--- src/hdl/swrs_pkg.sv ---
package swrs_pkg;

  localparam int IDX_W  = 10;  // index fields of the input word
  localparam int DATA_W = 32;  // element value field
  localparam int POS_W  = 11;  // window edge, 0..1024
  localparam int CNT_W  = 11;  // element_count register
  localparam int SUM_W  = 42;  // running sum

  typedef enum logic [1:0] {
    CMD_LOAD,
    CMD_QUERY,
    CMD_BAD
  } cmd_kind_t;

  typedef struct packed {
    cmd_kind_t          kind;
    logic [IDX_W-1:0]   addr;
    logic [DATA_W-1:0]  value;
    logic [IDX_W-1:0]   left;
    logic [IDX_W-1:0]   right;
  } cmd_t;

endpackage

--- src/hdl/swrs_fifo.sv ---
module swrs_fifo import swrs_pkg::*; (
  input  logic clk,
  input  logic rst_n,
  input  logic push,
  input  cmd_t push_cmd,
  output logic full,
  input  logic pop,
  output logic head_vld,
  output cmd_t head
);

  cmd_t       slot_r [2];
  logic       wr_ptr_r;
  logic       rd_ptr_r;
  logic [1:0] fill_r;

  assign full     = (fill_r == 2'd2);
  assign head_vld = (fill_r != 2'd0);
  assign head     = slot_r[rd_ptr_r];

  always_ff @(posedge clk) begin
    if (push) begin
      slot_r[wr_ptr_r] <= push_cmd;
    end
  end

  always_ff @(posedge clk) begin
    if (!rst_n) begin
      wr_ptr_r <= 1'b0;
      rd_ptr_r <= 1'b0;
      fill_r   <= 2'd0;
    end else begin
      if (push) begin
        wr_ptr_r <= !wr_ptr_r;
      end
      if (pop) begin
        rd_ptr_r <= !rd_ptr_r;
      end
      if (push && !pop) begin
        fill_r <= fill_r + 2'd1;
      end else if (pop && !push) begin
        fill_r <= fill_r - 2'd1;
      end
    end
  end

endmodule

--- config.mk ---
export PLATFORM = sky130hd
export DESIGN_NAME = swrs_fifo
export DESIGN_NICKNAME = d
export VERILOG_FILES = /design/src/hdl/swrs_pkg.sv /design/src/hdl/swrs_fifo.sv
export SDC_FILE = /design/constraint.sdc
export NUM_CORES = 1
export LEC_CHECK = 0
export BUFFER_PORTS_ARGS = -buffer_cell sky130_fd_sc_hd__buf_2
export CAP_MARGIN = 10
export CORE_MARGIN = 5
export CORE_UTILIZATION = 38
export CTS_CLUSTER_SIZE = 14
export DETAILED_ROUTE_END_ITERATION = 8
export GPL_TIMING_DRIVEN = 1
export HOLD_SLACK_MARGIN = 0.03
export SLEW_MARGIN = 20
export SYNTH_ARGS = -nofsm -noshare
export SYNTH_HDL_FRONTEND = slang
export SYNTH_SLANG_ARGS = --single-unit
export TNS_END_PERCENT = 50
--- constraint.sdc ---
create_clock -name clk -period 4.1 [get_ports clk]
set_clock_uncertainty 0.15 [all_clocks]
set_input_delay 0 -clock clk [delete_from_list [all_inputs] [get_ports clk]]
set_output_delay 0 -clock clk [all_outputs]
set_load 0.02 [all_outputs]
After elaboration in Yosys (flattened, before gate mapping)
Memories as Yosys holds them, arrays and structs flattened. A register that Yosys moved wholly into a read port is not among the register bits.
Cells that the tools add are included.
W data, S select, Z words.

cells by class
  $add $sub $neg = 2
  equal/unequal tests = 1
  multiplexer cells = 6
  reduce and logical (&&, ||, !) cells = 8

operators with widths
  operator               count
  $logic_not A1 Y1       4
  $mux W1                4
  $mux W2                2
  $reduce_bool A2 Y1     2
  $add A2 B1 Y2 const B  1
  $eq A2 B2 Y1 const B   1
  $logic_and A1 B1 Y1    2
  $sub A2 B1 Y2 const B  1

storage, ports and cells
  register bits after elaboration = 4
  RAM bits = 128
  input bits = 68
  output and inout port bits = 66
  logic and storage cells = 21
  memories kept = 1

memory list
  name    words  bits a word  read ports  clocked after memory_dff  wr ports  line             RTL
  slot_r  2      64           1           1                         1         swrs_fifo.sv:12  cmd_t slot_r [2];

Depth between registers and ports, before layout
  depth in word-level cells = 4
  mapped depth = 5
  depth with buffers taken out = 5

Worst setup path after synthesis
Ideal clock, no wire load.

  kind = register to register
  from = register wr_ptr_r
  to = memory slot_r[0][0] in the netlist's numbering (enable)
  setup time = 495 ps
  arrival = 3,173 ps
  required time = 3,455 ps
  path slack = 282 ps
  cell stages (with the launch flop) = 2
  buffers on the path = 0
  period minus slack after synthesis = 3,818 ps
  cell sequence = dfxtp_1 -> nor2b_1

RTL lines
  element                 line             RTL
  from (decl)             swrs_fifo.sv:13  logic wr_ptr_r;
  from (signal assigned)  swrs_fifo.sv:34  wr_ptr_r <= !wr_ptr_r;
  to (decl)               swrs_fifo.sv:12

No word-level cell before the write port.

==> flow_summary.ini <==
[run_status]
status = finished clean

[die]
rows = 41
io-pin-count = 134
die-width_um = 123
die-area_um2 = 15200
start_util_pct = 38.7
core_um2 = 12600
die_y_um = 123

[yosys]
yosysUniqueCellTypes = 17
synthCells = 221
syn-cell-area_um2 = 4860
synth_nets = 290
ys_warn_count = 0
syn_area_per_cell_um2 = 22.0
ys_ff_latch = 133
yosysSeqAreaShare_pct = 81.1

[power_and_ir_drop]
powerDensity_nw_per_um2 = 480
p_sw_mw = 0.730
power.leakage_nw = 2.62
ir_drop_mv = 0.293
sequentialPowerShare_pct = 48.8
switching_share_pct = 22.1
combPwrFrac_pct = 11.6
clkPwrFrac_pct = 39.6
power.internal_mw = 2.58

[grt]
met2_usage_pct = 21.2
grt_most_used_layer = met2
gr-usage-met3_pct = 5.63
grt_antenna_before_repair = 0
grt_pass1_wl_um = 14400
grt_max_degree = 65
grt_use_total_pct = 12.9
grt.met1_usage_pct = 14.7
overflow = 0
grt_pass1_vias = 2969

[place]
dp_hpwl_um = 5300
pre_cts_ws_ps = 2380
io_buffers = 133
gp_congestion = 0.684
dp_cells = 521

[hold_path]
hold_path.class = in -> reg

[cts]
clock-sinks = 133
cts_root_buffer = clkbuf_16
cts_max_level = 4
cts_buffer_depth = 2
cts_tree = built
cts_setup_buffers = 0
cts-resized-gates = 0
cts_hold_buf = 69
cts-buffers-inserted = 17
clk_latency_ps = 410
clk_pin_slew_ps = 50

[critical_path]
critPathLaunchType = flip-flop
cp_max_fo = 64
arrival_ps = 1970
end_kind = primary output
cp_data_required_time_ps = 3950
path_class = reg -> out
path_cells = mux2_2 > buf_2
cp_slowest_stage_delay_ps = 880
slowest_stage = dfxtp_4

[layout]
final_cells = 621
mostFrequentLayoutCells = 133 x buf_2, 128 x edfxtp_1, 69 x dlygate4sd3_1, 64 x mux2_2, 17 x clkbuf_16
diodes = 0
nets = 506
layout_commonest_cell = buf_2
area_growth_pct = 41.8
fillCellCount = 978
multi_input_area_um2 = 848
drive_gt1_share_pct = 50.1
seq_area_um2 = 3950

[drt]
wire_per_inst_um = 14.9
drc = 0
drt-total-wl_um = 9270
vias = 2721
vias_per_cell = 4.38
ant_nets = 0
drt_first_pass_iters = 4
drt-initial-drc-count = 131

[sta]
slew_headroom_pct = 40.1
period_share_pct = 51.7
setup_violations = 0
period_needed_ps = 2120
slew_viol_final = 0
timing.final.hold_violations = 0
worstMarginPinSlew_ps = 899
fmax_ghz = 0.471
fin_ws_ps = 1980
grt_setup_unrepaired = no
fin_tns_setup_ps = 0

[flow_run]
maxCapViolCount = 0
## power by group through the flow
stage | Combinational (mW) | Sequential, mW | Clock [mW]
floorplan | 0.240 | 1.61 | 0
CTS | 0.388 | 1.62 | 1.34
global route | 0.413 | 1.62 | 1.40
global placement | 0.333 | 1.64 | 0
finish | 0.383 | 1.61 | 1.31
detailed placement | 0.334 | 1.64 | 0
## layer usage
metal / up-vias / wire length (um)
li1: 1297 / -
met1: 1319 / 3840
met2: 93 / 4630
met3: 12 / 645
met4: 0 / 152
met5: - / 0
## cell families (layout without fill, tap and decap cells)
logic type / count (synthesis) / after routing / synth area share, %
flops: 133 / 133 / 81.1
mux: 64 / 64 / 14.8
simple gates: 9 / 9 / 1.21
buf+inv: 8 / 236 / 1.62
compound gates: 3 / 3 / 0.412
xor+xnor: 3 / 3 / 0.541
fa+ha+maj: 1 / 1 / 0.257
## sequential cells by signal, summed over array words and instances, names as in the netlist, named ones only
register / flops
fill_r: 2
rd_ptr_r: 1
slot_r: 128
wr_ptr_r: 1
## synth_stat cells
library cell	number	share of area (%)
edfxtp_1	128	79
ha_1	1	0.26
a21boi_1	1	0.15
mux2_2	64	15
nor2b_1	2	0.26
xor2_1	2	0.36
xnor2_1	1	0.18
o21ai_0	1	0.10
o21a_1	1	0.15
inv_1	1	0.077
buf_6	6	1.4
or2_2	1	0.13
and2_1	4	0.51
and2b_2	1	0.18
dfxtp_1	5	2.1
buf_4	1	0.15
or3_1	1	0.13
## stage by stage
step | hold slack [ps] | total power, mW | util [%] | area (um^2)
floorplan | -51.1 | 1.85 | - | 4860
global placement | 37.9 | 1.97 | 45.3 | 5700
detailed placement | 41.3 | 1.98 | 45.3 | 5700
CTS | 142 | 3.35 | 54.9 | 6890
global route | 149 | 3.44 | 54.9 | 6890
finish | 161 | 3.31 | 54.9 | 6890
## area by class of cell
type | instances | share of cell area, %
clock buffer | 23 | 6.50
clock inverter | 8 | 0.871
inverter | 1 | 0.0544
multi-input combinational | 80 | 12.3
sequential | 133 | 57.3
tap | 172 | 3.12
timing repair buffer | 204 | 19.9
## critical path: cells and delay by family, from the launching register on
| family | cells | cell delay, ps |
|---|---|---|
| buf+inv | 1 | 160 |
| flops | 1 | 880 |
| mux | 1 | 420 |
## final timing paths
path	from	end	slack (ps)	cells past startpoint
setup / recovery	flip-flop	head[59]	1980	2
hold / removal	push_cmd[54]	slot_r[0][54]	160	2
setup reg to reg	wr_ptr_r	slot_r[1][31]	2380	1
hold reg to reg	fill_r[1]	fill_r[1]	360	2
Power figures use the tool's default switching activity.
