[src/hdl/swrs_pkg.sv]
package swrs_pkg;

  localparam int IDX_W  = 10;  // index fields of the input word
  localparam int DATA_W = 32;  // element value field
  localparam int POS_W  = 11;  // window edge, 0..1024
  localparam int CNT_W  = 11;  // element_count register
  localparam int SUM_W  = 42;  // running sum

  typedef enum logic [1:0] {
    CMD_LOAD,
    CMD_QUERY,
    CMD_BAD
  } cmd_kind_t;

  typedef struct packed {
    cmd_kind_t          kind;
    logic [IDX_W-1:0]   addr;
    logic [DATA_W-1:0]  value;
    logic [IDX_W-1:0]   left;
    logic [IDX_W-1:0]   right;
  } cmd_t;

endpackage

[src/hdl/swrs_front.sv]
module swrs_front import swrs_pkg::*; #(
  parameter int DEPTH = 1024
) (
  input  logic              clk,
  input  logic              rst_n,
  input  logic              cfg_valid,
  output logic              cfg_ready,
  input  logic [CNT_W-1:0]  cfg_data,
  input  logic              in_valid,
  output logic              in_ready,
  input  logic              in_mode,
  input  logic [IDX_W-1:0]  in_addr,
  input  logic [DATA_W-1:0] in_value,
  input  logic [IDX_W-1:0]  in_left,
  input  logic [IDX_W-1:0]  in_right,
  input  logic              q_full,
  output logic              q_push,
  output cmd_t              q_cmd
);

  logic [CNT_W-1:0] count_r;
  logic             bad_range;

  assign cfg_ready = 1'b1;
  assign in_ready  = !q_full;
  assign q_push    = in_valid && !q_full;

  always_ff @(posedge clk) begin
    if (!rst_n) begin
      count_r <= '0;
    end else if (cfg_valid) begin
      count_r <= cfg_data;
    end
  end

  // reject the query up front so the back end only ever walks legal ranges
  always_comb begin
    bad_range = (in_left > in_right)
             || ({1'b0, in_right} >= count_r)
             || (32'(in_right) >= 32'(DEPTH));
    q_cmd.addr  = in_addr;
    q_cmd.value = in_value;
    q_cmd.left  = in_left;
    q_cmd.right = in_right;
    if (!in_mode) begin
      q_cmd.kind = CMD_LOAD;
    end else if (bad_range) begin
      q_cmd.kind = CMD_BAD;
    end else begin
      q_cmd.kind = CMD_QUERY;
    end
  end

endmodule

[config.mk]
export PLATFORM = sky130hd
export DESIGN_NAME = swrs_front
export DESIGN_NICKNAME = d
export VERILOG_FILES = /design/src/hdl/swrs_pkg.sv /design/src/hdl/swrs_front.sv
export SDC_FILE = /design/constraint.sdc
export NUM_CORES = 1
export LEC_CHECK = 0
export ABC_AREA = 1
export BUFFER_PORTS_ARGS = -buffer_cell sky130_fd_sc_hd__buf_2
export CORE_MARGIN = 4
export CORE_UTILIZATION = 35
export DETAILED_ROUTE_END_ITERATION = 8
export GPL_TIMING_DRIVEN = 0
export PLACE_DENSITY = 0.79
export SKIP_LAST_GASP = 1
export SLEW_MARGIN = 20
export SYNTH_ARGS = -nofsm -noshare
export SYNTH_HDL_FRONTEND = slang
export SYNTH_SLANG_ARGS = --single-unit
[constraint.sdc]
create_clock -name clk -period 1.7 [get_ports clk]
set_input_delay 0.17 -clock clk [delete_from_list [all_inputs] [get_ports clk]]
set_output_delay 0.17 -clock clk [all_outputs]
set_load 0.02 [all_outputs]
**Word-level counts from Yosys, hierarchy flattened**

Cells that the tools add are included.

- Word-level logic and storage cells: 8
- Bits in registers: 11
- Input port bits: 79
- Output and inout bits: 67

- $lt $le $gt $ge: 2
- Reduce and logical (&&, ||, !) cells: 3
- Muxes and demuxes: 2

Operators with widths:

| operator | count |
|---|---|
| greater-or-equal comparator 10 x 11 -> 1 bit | 1 |
| greater-than comparator 10 bit | 1 |
| two-way mux 2 bit | 2 |
| logical AND 1 bit | 1 |
| zero test 1 bit | 1 |
| logical OR 1 bit | 1 |

**Logic depth before layout (Yosys ltp)**

Gate-level depths: netlist (run 1).

- Depth after elaboration: 4
- Gate-level depth with buffers: 11
- Depth with buffers taken out: 11

**Worst setup path after synthesis (run 1)**

Ideal clock, no wire load.

- Path kind: register -> output
- Start: register count_r[6]
- End: output q_cmd[62] (netlist bit)
- Required time: 1530 ps
- Stages on the path, launching flop included: 10
- Path buffers: 0
- Slack: 157 ps
- Data arrival time: 1373 ps
- Cells stage by stage: dfxtp_1 -> inv_1 -> ha_1 -> nand2_2 -> inv_2 -> a21oi_2 -> nand2_1 -> a21oi_2 -> nand2_1 -> nor2_1

RTL lines:

| what | RTL line | source |
|---|---|---|
| start: declaration | swrs_front.sv:21 | `logic [CNT_W-1:0] count_r;` |
| start signal: assignment | swrs_front.sv:32 | `count_r <= cfg_data;` |
| end: declaration | swrs_front.sv:18 | `output cmd_t q_cmd` |

==> results of run 1 <==
[cells in the mapped netlist (all sizes together)]
cell	n	area (um2)
clkbuf	3	12.5
conb	1	3.75
nand3b	1	7.51
a21o	1	7.51
nand2	26	105
o21ai	11	55.1
buf	63	473
a21oi	15	82.6
dfxtp	11	220
nand3	4	20.0
nand4	1	6.26
inv	32	120
o21bai	2	26.3
nor2	13	56.3
ha	20	250
nor3b	1	7.51
[final cells by class]
| class | instances | area, um2 |
|---|---|---|
| multi-input cells | 96 | 757 |
| clock buffers | 4 | 45.0 |
| inverters | 32 | 123 |
| plain buffers | 66 | 485 |
| flip-flops and latches | 11 | 228 |
| well taps | 50 | 62.6 |
| fillers | 429 | 1780 |
| repair buffers | 103 | 523 |
[power by group through the flow]
stage	Clock [mW]	Sequential (mW)	Combinational, mW
2_1_floorplan	0	0.286	0.386
3_3_place_gp	0	0.287	0.533
3_5_place_dp	0	0.288	0.547
4_1_cts	0.263	0.285	0.571
5_1_grt	0.281	0.289	0.658
6_report	0.260	0.287	0.595
[critical path, delay by kind of cell (launching register included)]
kind,cells,cell delay (ps)
AO/OA/AOI/OAI,2,200
adder cells (fa/ha/maj),1,250
buffers and inverters,2,210
flip-flops,1,320
AND/OR/NAND/NOR,4,390
[final timing paths]
path	slack, ps	endpoint	from
worst min register to register	480	count_r[2]$_SDFFE_PN0P_	count_r[2]$_SDFFE_PN0P_
worst max register to register	1010	count_r[6]$_SDFFE_PN0P_	count_r[6]$_SDFFE_PN0P_
worst max-delay path	-50	q_cmd[63]	count_r[9]$_SDFFE_PN0P_
worst min-delay path	160	count_r[10]$_SDFFE_PN0P_	cfg_data[10]
[layer usage]
layer | GRT usage, % | part of all wire [%] | up-vias | routed length, um
met2 | 23.2 | 50 | 80 | 1870
li1 | - | - | 789 | -
met5 | 0 | 0 | - | 0
met1 | 14.9 | 37 | 656 | 1370
met3 | 2.22 | 12 | 4 | 444
met4 | 3.69 | 0.70 | 0 | 26
[kinds of logic (layout without fill, tap and decap cells)]
logic type,count (synthesis),count (layout),synth area share (%)
buffers and inverters,98,205,41.7
other,1,1,0.258
AOI/OAI and AO/OA,29,29,11.8
DFF,11,11,15.1
and+or+nand+nor,46,46,13.9
adders and majority gates,20,20,17.2
[through the flow]
step	utilization [%]	worst slack (ps)	area (um2)	power, mW
floorplan	-	157	1450	0.672
global placement	50.7	109	2030	0.820
detailed placement	50.7	78.7	2030	0.835
CTS	53.6	-111	2140	1.12
global route	55.6	-224	2220	1.23
finish	55.6	-52.9	2220	1.14
[timing repair]
item                       CTS  global route
pin swaps                   16            15
setup buffers                0             1
gates resized for setup     15            14
setup endpoints to repair    2             2
hold buffers                 0             0
==> results by group, run 1 <==
Status
  • Status: complete, but fails checks
  • Failing checks: negative setup slack

Placed design
  • GPL Wtd Cong: 0.716
  • Port bufs: 102
  • Final HPWL from detailed placement: 3230 um
  • DP Cell Count: 357

Timing
  • Final hold slack: 157 ps
  • Setup-failing EPs final: 2
  • Final worst slack: -52.9 ps
  • Crit path time final: 1750 ps
  • Worst Skew: 0 ps
  • RSZ-0062 raised after global routing: yes
  • Hold Fails Final Rpt: 0
  • Setup TNS: -91.3 ps
  • Final max-slew violation count: 0
  • Fmax: 570 MHz
  • Period Utilization, post-route: 103%

Cells and area
  • Max reg flops: 11
  • Most flop-heavy register: count_r
  • Share of layout cells above drive strength 1: 65.1%
  • Area Growth Syn to Fin: 52.9%
  • Ant. Diodes: 0
  • Registers with the most flip-flops: count_r: 11 flops
  • Non-Filler Instances: 362
  • Final net count: 412
  • Most frequent cells in the layout: 100 x buf_2, 66 x buf_4, 25 x inv_1, 21 x nand2_1, 12 x a21oi_1
  • Commonest non-fill, non-tap cell in the layout: buf_2

Synth
  • Yosys cell types: 22
  • Syn_nets: 304
  • Syn Area/Cell: 7.09 um2
  • Mapped Cells: 205
  • Seq/Total Area, Yosys: 15.1%
  • Synth Cell Area: 1450 um2
  • Syn. warnings: 0
  • FF+latch count, synth: 11

Routing
  • Avg WL per Cell: 10.3 um
  • Initial drt markers: 14
  • DR DRC count: 0
  • Final wirelength: 3710 um
  • Detail Route Antenna Nets: 0
  • Routed vias/inst: 4.22
  • Via count: 1529
  • Detailed Routing Iterations Pass 1: 2

Clocking
  • Htree depth: 1
  • CTS tree: yes
  • CTS root buf: clkbuf_8
  • CTS clk-pin slew, worst paths: 50 ps
  • Cts bufs inserted: 3
  • Clock buffer depth: 2
  • Sink Count: 11
  • Worst-Skew Late Latency: 240 ps

Floorplan
  • Chip width: 72.5 um
  • Starting Density: 36.3%
  • Chip Height: 72.5 um
  • CORE AREA: 4000 um2
  • Rows: 23
  • # IOs: 146
  • Die area: 5250 um2

Setup path
  • Crit-path max cell delay: 320 ps
  • Worst Setup End Kind: primary output
  • Critical path's slowest cell: dfxtp_2
  • Crit path cell chain: inv_2 -> ha_4 -> nand2_1 -> nor2_1 -> nand3_1 -> nand3_1 -> a21oi_2 -> a21oi_1 -> buf_4
  • Crit Path Max Fanout: 2
  • CP Launch Type: register
  • Crit path arrival time: 1580 ps
  • Required time worst endpoint: 1530 ps
  • Reg2Reg Depth: 3
  • Setup CP Type: reg2out
  • Most frequent cell on the critical path: nand3_1

GRT
  • GRT Residual Overflow: 0
  • GRT Overall Usage: 12.6%
  • Largest net degree at the start of global routing: 11
  • First-pass GRT wire length: 5500 um
  • Vias in the first global route: 1389
  • Initial antenna violation count: 0

Pwr
  • Share of power burned in registers: 25.2%
  • Psw: 0.413 mW
  • Switching part of the total: 36.2%
  • Combinational share of power: 52.1%
  • Clock power frac: 22.8%
  • Static Leak: 1.29 nW
  • Internal: 0.729 mW
  • PwrDens: 514 nW/um2
  • Peak supply drop: 0.404 mV

Worst hold path
  • Worst Hold Class: in2reg
  • Hold depth: 3

Job
  • Max Cap Violations: 0
Note: power is estimated with default switching activity, not from simulation.
==> run 2: changes to the inputs <==
Settings changed: BUFFER_PORTS_ARGS -buffer_cell sky130_fd_sc_hd__buf_2 to default, DONT_BUFFER_PORTS from default to 1, PLACE_DENSITY 0.79 to default.
==> run 2 against run 1 <==
  * The flow still finishes with violations (negative setup slack)
  * Utilization decreased by 12 points
  * Combinational power is 17% lower
  * Hold slack got worse by 92 ps
  * Maximum frequency grew 0.10%
  * Worst setup slack improved by 1.8 ps
  * Register-to-register slack gained 20 ps
  * Critical endpoint is now q_cmd[62]
  * Largest power group unchanged
==> results by group, run 2 (same netlist as run 1, synthesis figures left out) <==
Clocking
  • CTS root buf: clkbuf_8
  • CTS clk-pin slew, worst paths: 50 ps
  • Clock buffer depth: 2
  • Hold buffers post-CTS: 0
  • CTS tree: yes
  • Cts bufs inserted: 3
  • Worst-Skew Late Latency: 230 ps
  • Htree depth: 1
  • Sink Count: 11

Setup path
  • Crit path capture: q_cmd[62]
  • Reg-to-Reg Start: count_r[10]$_SDFFE_PN0P_
  • Reg2Reg Depth: 2
  • Worst Setup End Kind: primary output
  • R2R setup slack: 1030 ps
  • Setup CP Type: reg2out
  • CP Launch Type: register
  • CP startpoint: count_r[9]$_SDFFE_PN0P_
  • Crit Reg-Reg Endpoint: count_r[10]$_SDFFE_PN0P_
  • Required time worst endpoint: 1530 ps
  • Crit Path Max Fanout: 2
  • Crit path arrival time: 1580 ps

Cells and area
  • Most frequent cells in the layout: 65 x buf_4, 25 x inv_1, 19 x nand2_1
  • Registers with the most flip-flops: count_r: 11 flops
  • Final Core Density: 43.7%
  • Max reg flops: 11
  • Final net count: 311
  • Ant. Diodes: 0
  • Area Growth Syn to Fin: 20.3%
  • Commonest non-fill, non-tap cell in the layout: buf_4
  • Share of layout cells above drive strength 1: 49.8%
  • Final design area excluding fillers: 1750 um2
  • Most flop-heavy register: count_r
  • Non-Filler Instances: 261

Floorplan
  • Die area: 5250 um2
  • Chip Height: 72.5 um
  • Rows: 23
  • # IOs: 146
  • Chip width: 72.5 um
  • Starting Density: 36.3%
  • CORE AREA: 4000 um2

GRT
  • First-pass GRT wire length: 4230 um
  • Largest net degree at the start of global routing: 11
  • GRT Overall Usage: 9.97%
  • Vias in the first global route: 1025
  • Initial antenna violation count: 0
  • GRT Residual Overflow: 0

Timing
  • Fmax: 571 MHz
  • Final hold slack: 65.1 ps
  • Final worst slack: -51.1 ps
  • RSZ-0062 raised after global routing: yes
  • Crit path time final: 1750 ps
  • Worst Skew: 0 ps
  • Setup TNS: -51.1 ps
  • Period Utilization, post-route: 103%
  • Setup-failing EPs final: 1
  • Final max-slew violation count: 0
  • Hold Fails Final Rpt: 0

Job
  • Max Cap Violations: 0

Routing
  • Detail Route Antenna Nets: 0
  • DR DRC count: 0
  • Initial drt markers: 23
  • Detailed Routing Iterations Pass 1: 4
  • Final wirelength: 3170 um
  • Avg WL per Cell: 12.2 um
  • Via count: 1161
  • Routed vias/inst: 4.45

Pwr
  • Pwr Total: 1.03 mW
  • Static Leak: 0.901 nW
  • PwrDens: 590 nW/um2
  • Peak supply drop: 0.445 mV

Worst hold path
  • Critical hold path startpoint: rst_n
  • Worst Hold Class: in2reg

Placed design
  • Final HPWL from detailed placement: 2760 um
  • DP Cell Count: 255
  • Cell Area, Placed: 1520 um2
  • Pre-CTS setup slack: 21.7 ps
  • Port bufs: 0
  • GPL Wtd Cong: 0.748

Status
  • Status: complete, but fails checks
  • Failing checks: negative setup slack
## run 2: cell types whose count changed in the layout (fill, tap and decap cells not counted), sizes merged
| cell | change |
|---|---|
| buf | -101 |
## run 2: cell type report
class,instances,area [um2]
inverter,32,120
fill,432,2250
buffer,66,485
clock buffer,4,45.0
multi-input combinational,96,796
sequential,11,225
tap,50,62.6
timing repair buffer,2,15.0
## run 2: critical path: stages, from the launching register on
cell and delay [ps]:
dfxtp_2 310, inv_2 60, ha_4 200, nand2_2 50
inv_1 40, o21bai_1 170, nand3_2 110, a21oi_4 180
nand2_2 80, nor2_4 150
## run 2: worst min path at each step
stage                               endpoint  slack (ps)  cells past startpoint
finish               count_r[5]$_SDFFE_PN0P_          70                      2
detailed placement  count_r[10]$_SDFFE_PN0P_         310                      2
floorplan           count_r[10]$_SDFFE_PN0P_         300                      2
global route         count_r[5]$_SDFFE_PN0P_          70                      2
CTS                  count_r[5]$_SDFFE_PN0P_          60                      2
global placement    count_r[10]$_SDFFE_PN0P_         310                      2
## run 2: repair_timing
action | CTS | global route
endpoints found under the setup margin | 2 | 2
buffers inserted | 1 | 1
hold endpoints to repair | 0 | 0
pin swaps | 14 | 9
gates resized for setup | 19 | 13
## run 2: power by group
group          internal (mW)  switching (mW)  leakage (nW)
Combinational          0.216           0.275         0.785
Clock                  0.164          0.0913        0.0228
Sequential             0.278         0.00804        0.0926
## run 2: layer usage
metal,up-vias,wire length [um],track usage [%]
met4,0,36,4.30
met1,487,1110,11.8
met3,4,493,1.25
met2,86,1530,17.9
met5,-,0,0
li1,584,-,-
==> run 3: changes to the inputs <==
Settings changed: CORE_ASPECT_RATIO from default to 1.1.
==> run 3 against run 2 <==
  * Die area about the same
  * First-iteration DRC count fell by 48%
  * Combinational power grew 2%
  * Clock-buffer cell count did not move
  * Via count fell by 0.60%
  * Cell area rose by 1.6%
  * Register-to-register slack got worse by 120 ps
  * Clock power increased by 2%
  * Global-route usage decreased by 0.073 points
  * Largest power group unchanged
  * The flow still finishes with violations (negative setup slack)
  * Critical endpoint unchanged
  * Sequential share of layout area decreased by 0.13 points
==> results by group, run 3 (same netlist as run 1, synthesis figures left out) <==
Floorplan
  • Rows: 24
  • # IOs: 146
  • Starting Density: 36.4%
  • Die area: 5250 um2
  • CORE AREA: 3990 um2
  • Chip Height: 75.6 um
  • Chip width: 69.5 um

Routing
  • DR DRC count: 0
  • Final wirelength: 3080 um
  • Routed vias/inst: 4.34
  • Initial drt markers: 12
  • Via count: 1154
  • Avg WL per Cell: 11.6 um
  • Detailed Routing Iterations Pass 1: 4
  • Detail Route Antenna Nets: 0

Setup path
  • Critical path's slowest cell: dfxtp_2
  • R2R setup slack: 910 ps
  • Setup CP Type: reg2out
  • Crit-path max cell delay: 310 ps
  • Crit Path Max Fanout: 2
  • CP Launch Type: register
  • Worst Setup End Kind: primary output
  • Crit path arrival time: 1550 ps
  • Crit path cell chain: inv_2 -> ha_4 -> nand2_2 -> inv_2 -> o21bai_4 -> nand3_2 -> a21oi_4 -> nand2_2 -> nor2_4
  • Required time worst endpoint: 1530 ps

GRT
  • GRT Overall Usage: 9.90%
  • Vias in the first global route: 994
  • Met3 GRT Util: 4.62%
  • Grt peak-use layer: met2
  • Initial antenna violation count: 0
  • First-pass GRT wire length: 4230 um
  • Met2 Use GR: 18.0%
  • GRT Residual Overflow: 0
  • Largest net degree at the start of global routing: 11
  • Met1 Track Usage GR: 10.3%

Clocking
  • Htree depth: 1
  • Worst-Skew Late Latency: 230 ps
  • CTS root buf: clkbuf_8
  • Sink Count: 11
  • Cts bufs inserted: 3
  • CTS tree: yes
  • CTS clk-pin slew, worst paths: 50 ps
  • Clock buffer depth: 2

Placed design
  • Port bufs: 0
  • DP Cell Count: 257
  • Final HPWL from detailed placement: 2660 um
  • GPL Wtd Cong: 0.675
  • Cell Area, Placed: 1520 um2

Cells and area
  • Area Growth Syn to Fin: 22.2%
  • Share of layout cells above drive strength 1: 52.3%
  • Registers with the most flip-flops: count_r: 11 flops
  • Most flop-heavy register: count_r
  • Commonest non-fill, non-tap cell in the layout: buf_4
  • Fill count: 444
  • Final net count: 314
  • Non-Filler Instances: 266
  • Ant. Diodes: 0
  • Final design area excluding fillers: 1780 um2
  • Most frequent cells in the layout: 68 x buf_4, 23 x inv_1, 18 x nand2_1, 12 x ha_1
  • Max reg flops: 11

Status
  • Failing checks: negative setup slack
  • Status: complete, but fails checks

Timing
  • Hold Fails Final Rpt: 0
  • Worst Skew: 0 ps
  • Final worst slack: -17.3 ps
  • Period Utilization, post-route: 101%
  • Final max-slew violation count: 0
  • Fmax: 582 MHz
  • Final hold slack: 69.6 ps
  • Setup-failing EPs final: 1
  • Crit path time final: 1720 ps
  • RSZ-0062 raised after global routing: yes

Pwr
  • Static Leak: 0.914 nW
  • PwrDens: 589 nW/um2
  • Peak supply drop: 0.288 mV

Worst hold path
  • Worst Hold Class: in2reg

Job
  • Max Cap Violations: 0
run 3: cell count changes in the layout (fill, tap and decap cells not counted), sizes merged:
cell,delta
buf,+3
run 3: layout make-up:
class,instances,area [um2],share of cell area (%)
Multi-Input combinational cell,96,797,44.9
Buffer,66,485,27.3
Sequential cell,11,226,12.7
Inverter,32,120,6.76
Tap cell,52,65.1,3.66
Clock buffer,4,45.0,2.54
Timing Repair Buffer,5,37.5,2.11
run 3: where the power goes:
part / switching [mW] / total (mW) / internal (mW) / leakage (nW)
clock: 0.0943 / 0.259 / 0.164 / 0.0228
combinational: 0.277 / 0.502 / 0.225 / 0.798
sequential: 0.00814 / 0.287 / 0.278 / 0.0929
run 3: stage by stage:
step                      setup TNS (ps)  setup WS (ps)  power [mW]  utilization (%)
after floorplan                        0            157       0.672                -
after global placement                 0           40.9       0.709             38.0
after detailed placement               0           20.4       0.714             38.0
after CTS                           -145          -73.4        1.02             42.4
after global routing                -180           -131        1.12             44.5
final                              -17.3          -17.3        1.05             44.5
run 3: final timing paths:
kind / startpoint / endpoint / cells after the start
worst min-delay path: rst_n / count_r[5]$_SDFFE_PN0P_ / 2
worst min register to register: count_r[7]$_SDFFE_PN0P_ / count_r[7]$_SDFFE_PN0P_ / 2
worst max-delay path: count_r[9]$_SDFFE_PN0P_ / q_cmd[62] / 9
worst max register to register: count_r[4]$_SDFFE_PN0P_ / count_r[4]$_SDFFE_PN0P_ / 4
run 3: repair_timing:
item	in CTS	in global routing
gates resized for setup	22	14
pin swaps	14	13
setup endpoints to repair	2	2
cloned	0	0
setup buffers	2	3
hold buffers	0	0
run 3: critical path, delay by kind of cell, from the launching register on:
kind | cells | cell delay (ps)
and+or+nand+nor | 4 | 380
buffers and inverters | 2 | 80
adders and majority gates | 1 | 230
AOI/OAI and AO/OA | 2 | 300
DFF | 1 | 310
run 3: metal layers:
layer	routed length (um)	share of wire (%)	up-vias
li1	-	-	596
met1	1040	34	468
met2	1480	48	85
met3	524	17	5
met4	29	0.94	0
met5	0	0	-
